**src/rtl/throb_pkg.sv**
```systemverilog
// throb_pkg: shared types, character codes, symbol tables and lookup functions
// for the throb tone-pair encoder
// no dependencies

package throb_pkg;

    // symbol indexes are six bits wide (up to 55 symbols)
    typedef logic [5:0] sym_t;

    // one tone pair, first tone in the high nibble
    typedef struct packed {
        logic [3:0] first;
        logic [3:0] second;
    } tone_pair_t;

    // result of an x-family character lookup
    typedef struct packed {
        logic hit;
        sym_t sym;
    } x_lookup_t;

    localparam int BaseSyms = 45;
    localparam int XSyms    = 55;

    // special symbols of the base family
    localparam sym_t BaseIdleSym   = 6'd0;
    localparam sym_t BaseSpaceSym  = 6'd44;
    localparam sym_t ShiftSym      = 6'd5;
    localparam sym_t ShiftQuestion = 6'd20;
    localparam sym_t ShiftAt       = 6'd13;
    localparam sym_t ShiftDash     = 6'd9;
    localparam sym_t ShiftNewline  = 6'd0;

    // character codes with special handling
    localparam logic [7:0] CharQuestion = 8'h3F;
    localparam logic [7:0] CharAt       = 8'h40;
    localparam logic [7:0] CharDash     = 8'h2D;
    localparam logic [7:0] CharNewline  = 8'h0A;
    localparam logic [7:0] CharCr       = 8'h0D;

    localparam tone_pair_t BASE_PAIRS [BaseSyms] = '{
        8'h44, 8'h34, 8'h01, 8'h02, 8'h03, 8'h35, 8'h04, 8'h05, 8'h06, 8'h26,
        8'h07, 8'h12, 8'h13, 8'h17, 8'h14, 8'h45, 8'h15, 8'h18, 8'h23, 8'h24,
        8'h08, 8'h25, 8'h78, 8'h27, 8'h22, 8'h11, 8'h00, 8'h28, 8'h36, 8'h37,
        8'h38, 8'h46, 8'h47, 8'h48, 8'h56, 8'h57, 8'h58, 8'h67, 8'h68, 8'h77,
        8'h66, 8'h55, 8'h33, 8'h88, 8'h16
    };

    localparam tone_pair_t X_PAIRS [XSyms] = '{
        8'h5a, 8'h05, 8'h15, 8'h14, 8'h16, 8'h17, 8'h45, 8'h18, 8'h19, 8'h37,
        8'h35, 8'h1a, 8'h23, 8'h24, 8'h25, 8'h58, 8'h59, 8'h26, 8'h27, 8'h28,
        8'h57, 8'h56, 8'h29, 8'h2a, 8'h34, 8'h36, 8'h38, 8'h39, 8'h01, 8'h02,
        8'h03, 8'h04, 8'h06, 8'h07, 8'h08, 8'h09, 8'h12, 8'h13, 8'h3a, 8'h46,
        8'h47, 8'h48, 8'h49, 8'h4a, 8'h67, 8'h68, 8'h69, 8'h6a, 8'h78, 8'h79,
        8'h7a, 8'h89, 8'h8a, 8'h9a, 8'h0a
    };

    // lowercase letters to upper case, everything else unchanged
    function automatic logic [7:0] fold_case(input logic [7:0] c);
        logic [7:0] r;
        r = c;
        if (c >= 8'h61 && c <= 8'h7A) begin
            r = c - 8'h20;
        end
        return r;
    endfunction

    // base family: folded character to symbol, unknown maps to space
    function automatic sym_t base_symbol(input logic [7:0] c);
        sym_t s;
        case (c) inside
            8'h45:          s = 6'd43;            // 'E' sits near the end
            [8'h41:8'h5A]:  s = 6'(c - 8'd64);    // other letters
            8'h30:          s = 6'd36;            // '0'
            [8'h31:8'h39]:  s = 6'(c - 8'd22);    // '1'..'9'
            8'h2C:          s = 6'd37;            // ','
            8'h2E:          s = 6'd38;            // '.'
            8'h27:          s = 6'd39;            // apostrophe
            8'h2F:          s = 6'd40;            // '/'
            8'h29:          s = 6'd41;            // ')'
            8'h28:          s = 6'd42;            // '('
            default:        s = BaseSpaceSym;
        endcase
        return s;
    endfunction

    // x family: folded character to symbol; space and unknown give no hit
    function automatic x_lookup_t x_symbol(input logic [7:0] c);
        x_lookup_t r;
        r.hit = 1'b1;
        case (c) inside
            [8'h41:8'h5A]:  r.sym = 6'(c - 8'd63);  // letters
            8'h30:          r.sym = 6'd37;          // '0'
            [8'h31:8'h39]:  r.sym = 6'(c - 8'd21);  // '1'..'9'
            8'h2C:          r.sym = 6'd38;          // ','
            8'h2E:          r.sym = 6'd39;          // '.'
            8'h27:          r.sym = 6'd40;          // apostrophe
            8'h2F:          r.sym = 6'd41;          // '/'
            8'h29:          r.sym = 6'd42;          // ')'
            8'h28:          r.sym = 6'd43;          // '('
            8'h23:          r.sym = 6'd44;          // '#'
            8'h22:          r.sym = 6'd45;          // double quote
            8'h2B:          r.sym = 6'd46;          // '+'
            8'h2D:          r.sym = 6'd47;          // '-'
            8'h3B:          r.sym = 6'd48;          // ';'
            8'h3A:          r.sym = 6'd49;          // ':'
            8'h3F:          r.sym = 6'd50;          // '?'
            8'h21:          r.sym = 6'd51;          // '!'
            8'h40:          r.sym = 6'd52;          // '@'
            8'h3D:          r.sym = 6'd53;          // '='
            8'h0A:          r.sym = 6'd54;          // newline
            default: begin
                r.hit = 1'b0;
                r.sym = 6'd0;
            end
        endcase
        return r;
    endfunction

endpackage

```
**src/rtl/throb_char_to_tone_pair_encoder.sv**
```systemverilog
// throb_char_to_tone_pair_encoder: text byte to tone-pair symbol encoder
// depends on throb_pkg (tables, character codes, lookup functions)
//
// channel  direction  handshake              payload
// -------  ---------  ---------------------  ---------------------------------
// s_       in         s_valid / s_ready      s_command, s_char_code
// m_       out        m_valid / m_ready      m_tone_first, m_tone_second, m_last
// cfg_     in         cfg_valid / cfg_ready  cfg_family_mode
//
// an input beat lands in the item register; its result beats then move into the
// output register one per cycle while the output is not stalled, as many as the
// item has results (1, 2 or 4), and a carriage return in the base family retires
// with no result; back-to-back items stream without gaps
// reset (aresetn low, synchronous) empties both registers, selects the base
// family and clears the idle/space flip
// a stalled output holds the item register, and s_ready drops until the
// item's last beat can move on

module throb_char_to_tone_pair_encoder
    import throb_pkg::*;
(
    input  logic       aclk,
    input  logic       aresetn,

    input  logic       s_valid,
    output logic       s_ready,
    input  logic       s_command,
    input  logic [7:0] s_char_code,

    output logic       m_valid,
    input  logic       m_ready,
    output logic [3:0] m_tone_first,
    output logic [3:0] m_tone_second,
    output logic       m_last,

    input  logic       cfg_valid,
    output logic       cfg_ready,
    input  logic       cfg_family_mode
);

    // config register
    logic family_mode_reg;

    // item register
    logic       in_valid_reg;
    logic       command_reg;
    logic [7:0] char_code_reg;
    logic [1:0] idx_reg;           // which result of the item is next
    logic [1:0] idx_next;

    // flip between symbols 0 and 1 for idle/space in the x family
    logic idle_is_one_reg;
    logic idle_is_one_next;

    // output register
    logic       m_valid_reg;
    logic [3:0] m_tone_first_reg;
    logic [3:0] m_tone_second_reg;
    logic       m_last_reg;

    // per-item decode
    logic [7:0] folded;
    x_lookup_t  xl;
    logic       has_out;           // item produces at least one result
    logic [1:0] last_idx;          // index of its final result
    sym_t       sym;
    tone_pair_t pair;

    logic out_free;                // output register can take a beat
    logic emit;                    // a result beat moves into the output register
    logic item_done;               // the held item retires this cycle
    logic s_accept;

    assign cfg_ready = 1'b1;

    // decode the held item at the current result index
    always_comb begin
        folded           = fold_case(char_code_reg);
        xl               = x_symbol(folded);
        has_out          = 1'b1;
        last_idx         = 2'd0;
        sym              = BaseIdleSym;
        idle_is_one_next = idle_is_one_reg;
        if (command_reg) begin
            // preamble: four idle symbols, alternating 0/1 in the x family
            last_idx         = 2'd3;
            sym              = family_mode_reg ? {5'd0, idx_reg[0]} : BaseIdleSym;
            idle_is_one_next = 1'b0;
        end else if (!family_mode_reg) begin
            case (char_code_reg)
                CharQuestion: begin
                    last_idx = 2'd1;
                    sym      = (idx_reg == 2'd0) ? ShiftSym : ShiftQuestion;
                end
                CharAt: begin
                    last_idx = 2'd1;
                    sym      = (idx_reg == 2'd0) ? ShiftSym : ShiftAt;
                end
                CharDash: begin
                    last_idx = 2'd1;
                    sym      = (idx_reg == 2'd0) ? ShiftSym : ShiftDash;
                end
                CharNewline: begin
                    last_idx = 2'd1;
                    sym      = (idx_reg == 2'd0) ? ShiftSym : ShiftNewline;
                end
                CharCr: begin
                    has_out = 1'b0;
                end
                default: begin
                    sym = base_symbol(folded);
                end
            endcase
        end else begin
            if (xl.hit) begin
                sym = xl.sym;
            end else begin
                // space or unknown: current space symbol, then flip
                sym              = idle_is_one_reg ? 6'd0 : 6'd1;
                idle_is_one_next = ~idle_is_one_reg;
            end
        end
        pair = family_mode_reg ? X_PAIRS[sym] : BASE_PAIRS[sym];
    end

    assign out_free  = !m_valid_reg || m_ready;
    assign emit      = in_valid_reg && has_out && out_free;
    assign item_done = in_valid_reg && (!has_out || (out_free && idx_reg == last_idx));
    assign s_ready   = !in_valid_reg || item_done;
    assign s_accept  = s_valid && s_ready;

    always_comb begin
        idx_next = idx_reg;
        if (item_done) begin
            idx_next = 2'd0;
        end else if (emit) begin
            idx_next = idx_reg + 2'd1;
        end
    end

    // control state
    always_ff @(posedge aclk) begin
        if (!aresetn) begin
            family_mode_reg <= 1'b0;
            in_valid_reg    <= 1'b0;
            idx_reg         <= 2'd0;
            idle_is_one_reg <= 1'b0;
            m_valid_reg     <= 1'b0;
        end else begin
            if (cfg_valid && cfg_ready) begin
                family_mode_reg <= cfg_family_mode;
            end
            if (s_ready) begin
                in_valid_reg <= s_valid;
            end
            idx_reg <= idx_next;
            if (item_done) begin
                idle_is_one_reg <= idle_is_one_next;
            end
            if (out_free) begin
                m_valid_reg <= emit;
            end
        end
    end

    // payload registers
    always_ff @(posedge aclk) begin
        if (s_accept) begin
            command_reg   <= s_command;
            char_code_reg <= s_char_code;
        end
        if (emit) begin
            m_tone_first_reg  <= pair.first;
            m_tone_second_reg <= pair.second;
            m_last_reg        <= (idx_reg == last_idx);
        end
    end

    assign m_valid       = m_valid_reg;
    assign m_tone_first  = m_tone_first_reg;
    assign m_tone_second = m_tone_second_reg;
    assign m_last        = m_last_reg;

`ifndef SYNTHESIS
    // result index never runs past the item's final result
    a_idx_in_range: assert property (@(posedge aclk) disable iff (!aresetn)
        in_valid_reg && has_out |-> idx_reg <= last_idx)
        else $error("result index beyond last result");

    // a nonzero result index only exists while an item is held
    a_idx_needs_item: assert property (@(posedge aclk) disable iff (!aresetn)
        idx_reg != 2'd0 |-> in_valid_reg)
        else $error("result index set with no item held");

    // a newly taken item starts at its first result
    a_new_item_starts: assert property (@(posedge aclk) disable iff (!aresetn)
        s_accept |=> in_valid_reg && idx_reg == 2'd0)
        else $error("new item does not start at first result");

    // a start command always leaves the flip cleared
    a_start_clears_flip: assert property (@(posedge aclk) disable iff (!aresetn)
        item_done && command_reg |=> !idle_is_one_reg)
        else $error("start command left idle flip set");
`endif

endmodule

```
**config.mk**
```make
export PLATFORM = sky130hd
export DESIGN_NAME = throb_char_to_tone_pair_encoder
export DESIGN_NICKNAME = d
export VERILOG_FILES = /design/src/rtl/throb_pkg.sv /design/src/rtl/throb_char_to_tone_pair_encoder.sv
export SDC_FILE = /design/constraint.sdc
export NUM_CORES = 1
export LEC_CHECK = 0
export ABC_AREA = 1
export BUFFER_PORTS_ARGS = -buffer_cell sky130_fd_sc_hd__buf_2
export CORE_MARGIN = 2
export CORE_UTILIZATION = 42
export DETAILED_ROUTE_END_ITERATION = 8
export SKIP_CTS_REPAIR_TIMING = 1
export SLEW_MARGIN = 40
export SYNTH_ARGS = -nofsm -noshare
export SYNTH_HDL_FRONTEND = slang
export SYNTH_SLANG_ARGS = --single-unit
```
**constraint.sdc**
```tcl
create_clock -name aclk -period 7.2 [get_ports aclk]
set_clock_uncertainty 0.05 [all_clocks]
set_input_delay 1.08 -clock aclk [delete_from_list [all_inputs] [get_ports aclk]]
set_output_delay 1.08 -clock aclk [all_outputs]
set_load 0.1 [all_outputs]
```
# Word-level counts from Yosys, hierarchy flattened

Memory sizes are Yosys's and may differ from the RTL's.
Cells that the tools add are included.

Add/sub/neg operators: 6
Magnitude comparators: 7
Eq/ne operators: 26
Muxes and demuxes: 75
Bitwise logic cells: 3
Reductions and logical operators: 19

Operator list:

| cell                                                 | number |
|---|---|
| 2-to-1 mux 6 bit                                     | 27 |
| equality test 8 x 6 -> 1 bit (second input constant) | 18 |
| 2-to-1 mux 8 bit                                     | 6 |
| 2-to-1 mux 1 bit                                     | 30 |
| case mux 6 bit (5 select lines)                      | 1 |
| equality test 8 x 4 -> 1 bit (second input constant) | 3 |
| equality test 8 x 7 -> 1 bit (second input constant) | 3 |
| 2-to-1 mux 4 bit                                     | 5 |
| >= comparator 8 x 7 -> 1 bit (second input constant) | 2 |
| <= comparator 8 x 7 -> 1 bit (second input constant) | 2 |
| 2-to-1 mux 3 bit                                     | 4 |
| subtractor 6 x 5 -> 6 bit (second input constant)    | 2 |
| >= comparator 8 x 6 -> 1 bit (second input constant) | 1 |
| <= comparator 8 x 6 -> 1 bit (second input constant) | 1 |
| logical AND 1 bit                                    | 8 |
| subtractor 8 x 6 -> 8 bit (second input constant)    | 1 |
| >= comparator 7 bit (second input constant)          | 1 |
| NOT 6 -> 7 bit                                       | 1 |
| subtractor 6 x 1 -> 6 bit (second input constant)    | 1 |
| subtractor 6 bit (second input constant)             | 1 |
| 2-to-1 mux 5 bit                                     | 1 |
| OR reduction 4 bit                                   | 1 |
| zero test 1 bit                                      | 3 |
| logical OR 1 bit                                     | 3 |
| other kinds (9)                                      | 10 |

Register bits: 24
ROM bits: 1024
Output and inout bits: 12
Memories kept: 2

Memory list:

| memory           | words | width | read ports | clocked after Yosys merged registers in | write ports | line                                   | text |
|---|---|---|---|---|---|---|---|
| (name not given) | 64    | 8     | 1          | 0                                       | 0           | throb_char_to_tone_pair_encoder.sv:123 | `pair = family_mode_reg ? X_PAIRS[sym] : BASE_PAIRS[sym];` |
| (name not given) | 64    | 8     | 1          | 0                                       | 0           | throb_char_to_tone_pair_encoder.sv:123 |  |

# Depth between registers and ports, before layout

Depth after elaboration: 32
Gate-level depth with buffers: 31

# Worst setup path after synthesis

OpenSTA, ideal clock, no wires.

Path kind: flip-flop to output port
Start: reg char_code_reg[1]
End: out s_ready
Arrival: 2.569 ns
Slack: 3.501 ns
Stages on the path, launching flop included: 16
Cells stage by stage: edfxtp_1 > inv_1 > ha_1 > inv_1 > nor2_1 > inv_1 > nor2_1 > nor2_1 > inv_2 > nor2_1 > inv_2 > o21ai_1 > nand2_1 > a21oi_1 > nand2_1 > nand3_1

Word-level cells in the longest chain between the ends: 10
Elaborated cells on any way between the ends: 18
Classes of those cells: eq/ne (6); mux (6); reduce/logical (6)

Ends and longest elaborated chain:

| item                                                 | line                                   | text |
|---|---|---|
| from (decl)                                          | throb_char_to_tone_pair_encoder.sv:47  | `logic [7:0] char_code_reg;` |
| from (signal assigned)                               | throb_char_to_tone_pair_encoder.sv:170 | `char_code_reg <= s_char_code;` |
| equality test 8 x 4 -> 1 bit (tied with other cells) | throb_char_to_tone_pair_encoder.sv:90  | `case (char_code_reg)` |
| OR reduction 4 bit (no line)                         | -                                      |  |
| 2-to-1 mux 1 bit                                     | throb_char_to_tone_pair_encoder.sv:90  |  |
| 2-to-1 mux 1 bit                                     | throb_char_to_tone_pair_encoder.sv:89  | `end else if (!family_mode_reg) begin` |
| 2-to-1 mux 2 bit                                     | throb_char_to_tone_pair_encoder.sv:84  | `if (command_reg) begin` |
| equality test 2 bit                                  | throb_char_to_tone_pair_encoder.sv:128 | `assign item_done = in_valid_reg && (!has_out \|\| (out_free && idx_reg == last_idx));` |
| logical AND 1 bit                                    | throb_char_to_tone_pair_encoder.sv:128 |  |
| logical OR 1 bit (*)                                 | throb_char_to_tone_pair_encoder.sv:128 |  |
| logical AND 1 bit (*)                                | throb_char_to_tone_pair_encoder.sv:128 |  |
| logical OR 1 bit (*)                                 | throb_char_to_tone_pair_encoder.sv:129 | `assign s_ready = !in_valid_reg \|\| item_done;` |
| to (decl)                                            | throb_char_to_tone_pair_encoder.sv:26  | `output logic s_ready,` |

Every way passes the cells marked *; elsewhere a longest branch is shown, timed or not.

==> results.sh <==
export IMPL_outcome="finished, final reports clean"
export IMPL_yosysWarnings=0
export IMPL_drc=0
export IMPL_grt_setup_unrepaired="no"
export IMPL_largest_reg_flops=8
export IMPL_fp_dieArea_sq_um=9170
export IMPL_cp_end_kind="flip-flop"
export IMPL_synth_area_leaders="nand2_1 (22%), edfxtp_1 (15%), nand3_1 (11%)"
export IMPL_critPathLaunchType="flip-flop"
export IMPL_tightest_slew_ps=792
export IMPL_slowest_stage="edfxtp_1"
export IMPL_num_rows=33
export IMPL_io_buffers=25
export IMPL_via_per_inst=5.49
export IMPL_wl_per_cell_um=15.6
export IMPL_cp_slowest_stage_delay_ps=550
export IMPL_drt_iter0_drc=345
export IMPL_vdd_drop_max_uv=110
export IMPL_hold_class="flip-flop to flip-flop"
export IMPL_area_growth_pct=6.12
export IMPL_setup_slack_ps=2370
export IMPL_grt_use_total=0.269
export IMPL_avgSynthCellArea_sq_um=5.76
export IMPL_layout_common_cells="nand2_1 (203), nor2_1 (77), nand3_1 (76)"
export IMPL_dpl_hpwl_mm=8.79
export IMPL_drv_cap=0
export IMPL_final_min_clock_period_ps=4830
export IMPL_cp_arrival_ps=4850
export IMPL_ant_nets=0
export IMPL_syn_area_sq_um=3530
export IMPL_io_pins=27
export IMPL_syn_nets=648
export IMPL_core_area_sq_um=8180
export IMPL_fin_tns_setup_ps=0
export IMPL_cts_made_buffers=3
export IMPL_die_h_um=95.7
export IMPL_grt_pass1_vias=3769
export IMPL_place_gp_congestion=0.964
export IMPL_slew_viol_final=0
export IMPL_synth_top_area_frac=0.216
export IMPL_cts_clk_slew_worst_paths_ps=120
export IMPL_fin_total_pwr_mw=0.652
export IMPL_p_leak_nw=1.97
export IMPL_critical_path_class="flip-flop to flip-flop"
export IMPL_grt_overflow=0
export IMPL_hold_viol=0
export IMPL_clockRootBuffer="clkbuf_8"
export IMPL_cts_tree="yes"
export IMPL_slew_headroom=0.470
export IMPL_antenna_found_initial=0
export IMPL_grt_max_degree=29
export IMPL_ys_seq_area_frac=0.187
export IMPL_start_util=0.432
export IMPL_worst_ep_required_time_ps=7220
export IMPL_path_max_fanout=14
export IMPL_netlist_instances=614
export IMPL_synth_largest_area_cell="nand2_1"
export IMPL_grt_pass1_wl_mm=19.0
export IMPL_clock_latency_ps=290
export IMPL_drive_gt1_frac=0.116
export IMPL_n_antenna_cell=0
export IMPL_cts_buffer_depth=2
export IMPL_design_area_sq_um=3750
export IMPL_max_freq_mhz=207
export IMPL_die_w_um=95.7
export IMPL_dp_slack_ps=2440
export IMPL_h_tree_depth=1
export IMPL_setup_viol=0
export IMPL_clkSinkCount=24
export IMPL_place_area_sq_um=3680
export IMPL_post_synth_num_cell_types=38
export IMPL_final_period_utilization=0.671
export IMPL_drtPass1Iterations=5
export IMPL_final_common_cell="nand2_1"
export IMPL_power_density_nw_per_um2=174
export IMPL_vias=4022
export IMPL_wirelength_mm=11.4
export IMPL_crit_top_cell="nand2_1"
export IMPL_nets=663
export IMPL_ys_ff_latch=24
==> stage by stage <==
stage          std cells   util  hold slack [ps]
3_3_place_gp         729  0.449              425
3_5_place_dp         729  0.450              427
2_1_floorplan        614      -              405
4_1_cts              733  0.459              443
6_report             733  0.459              435
5_1_grt              733  0.459              467
==> worst max-delay path, delay by kind of cell, from the launching register on <==
kind / cells / cell delay, ps
buf+inv: 3 / 640
simple gates: 21 / 2570
flops: 1 / 550
fa+ha+maj: 2 / 670
compound gates: 1 / 110
==> cell families after synthesis <==
logic type                 after synthesis  synth area share
other                                    1           0.00106
and+or+nand+nor                        411             0.517
AOI/OAI and AO/OA                       55            0.0920
adders and majority gates               19            0.0673
DFF                                     24             0.187
xor gates and xnor gates                 5            0.0124
buffers and inverters                   99             0.123
==> path summary, 6_finish.rpt <==
path	startpoint	endpoint	slack [ps]	cells after the start
max reg2reg	char_code_reg[0]	m_tone_second[0]	2370	27
max	char_code_reg[0]	m_tone_second[0]	2370	27
min reg2reg	idx_reg[0]	idx_reg[0]	440	2
min	idx_reg[0]	idx_reg[0]	440	2
==> routing by layer <==
metal | vias to the layer above | wire (um) | GRT usage | share of wire
met2 | 198 | 4650 | 0.392 | 0.41
met4 | 0 | 186 | 0.0714 | 0.016
met1 | 1812 | 5610 | 0.417 | 0.49
met5 | - | 0 | 0 | 0
li1 | 1998 | - | - | -
met3 | 14 | 974 | 0.0266 | 0.085
==> final cells by class <==
cell class,count,area (sq um)
Clock inverter,1,30.0
Tap cell,105,131
Sequential cell,24,661
Multi-Input combinational cell,491,2440
Timing Repair Buffer,25,125
Fill cell,920,4420
Clock buffer,3,41.3
Inverter,84,318
==> synth_stat cells <==
cell / instances
buf_6: 5
nor2_4: 3
nand3b_1: 5
nand2_1: 203
o21ai_1: 5
a21boi_1: 1
inv_4: 1
xor2_1: 5
nor3_1: 11
o211ai_1: 5
nor2_2: 5
a21oi_4: 1
o21a_1: 1
nand3_2: 5
nand2_4: 5
a21oi_2: 3
or2_2: 1
nand4_1: 7
o31ai_1: 1
ha_1: 19
nand2_2: 11
dfxtp_1: 6
a21oi_1: 23
a31oi_1: 4
nor2_1: 77
clkinv_1: 2
nand3_1: 76
buf_2: 4
inv_2: 8
edfxtp_1: 18
clkbuf_1: 1
buf_4: 5
conb_1: 1
or2_0: 1
or4_1: 1
a211oi_1: 1
o21ai_0: 10
inv_1: 73
==> power by group <==
part	leakage, nW	internal, mW	switching, mW	total [mW]
clock	0.0357	0.0746	0.0576	0.132
sequential	0.223	0.165	0.0130	0.178
combinational	1.71	0.0882	0.253	0.341
total	1.97	0.328	0.324	0.652
No activity file was read; power rests on OpenSTA's default activity.
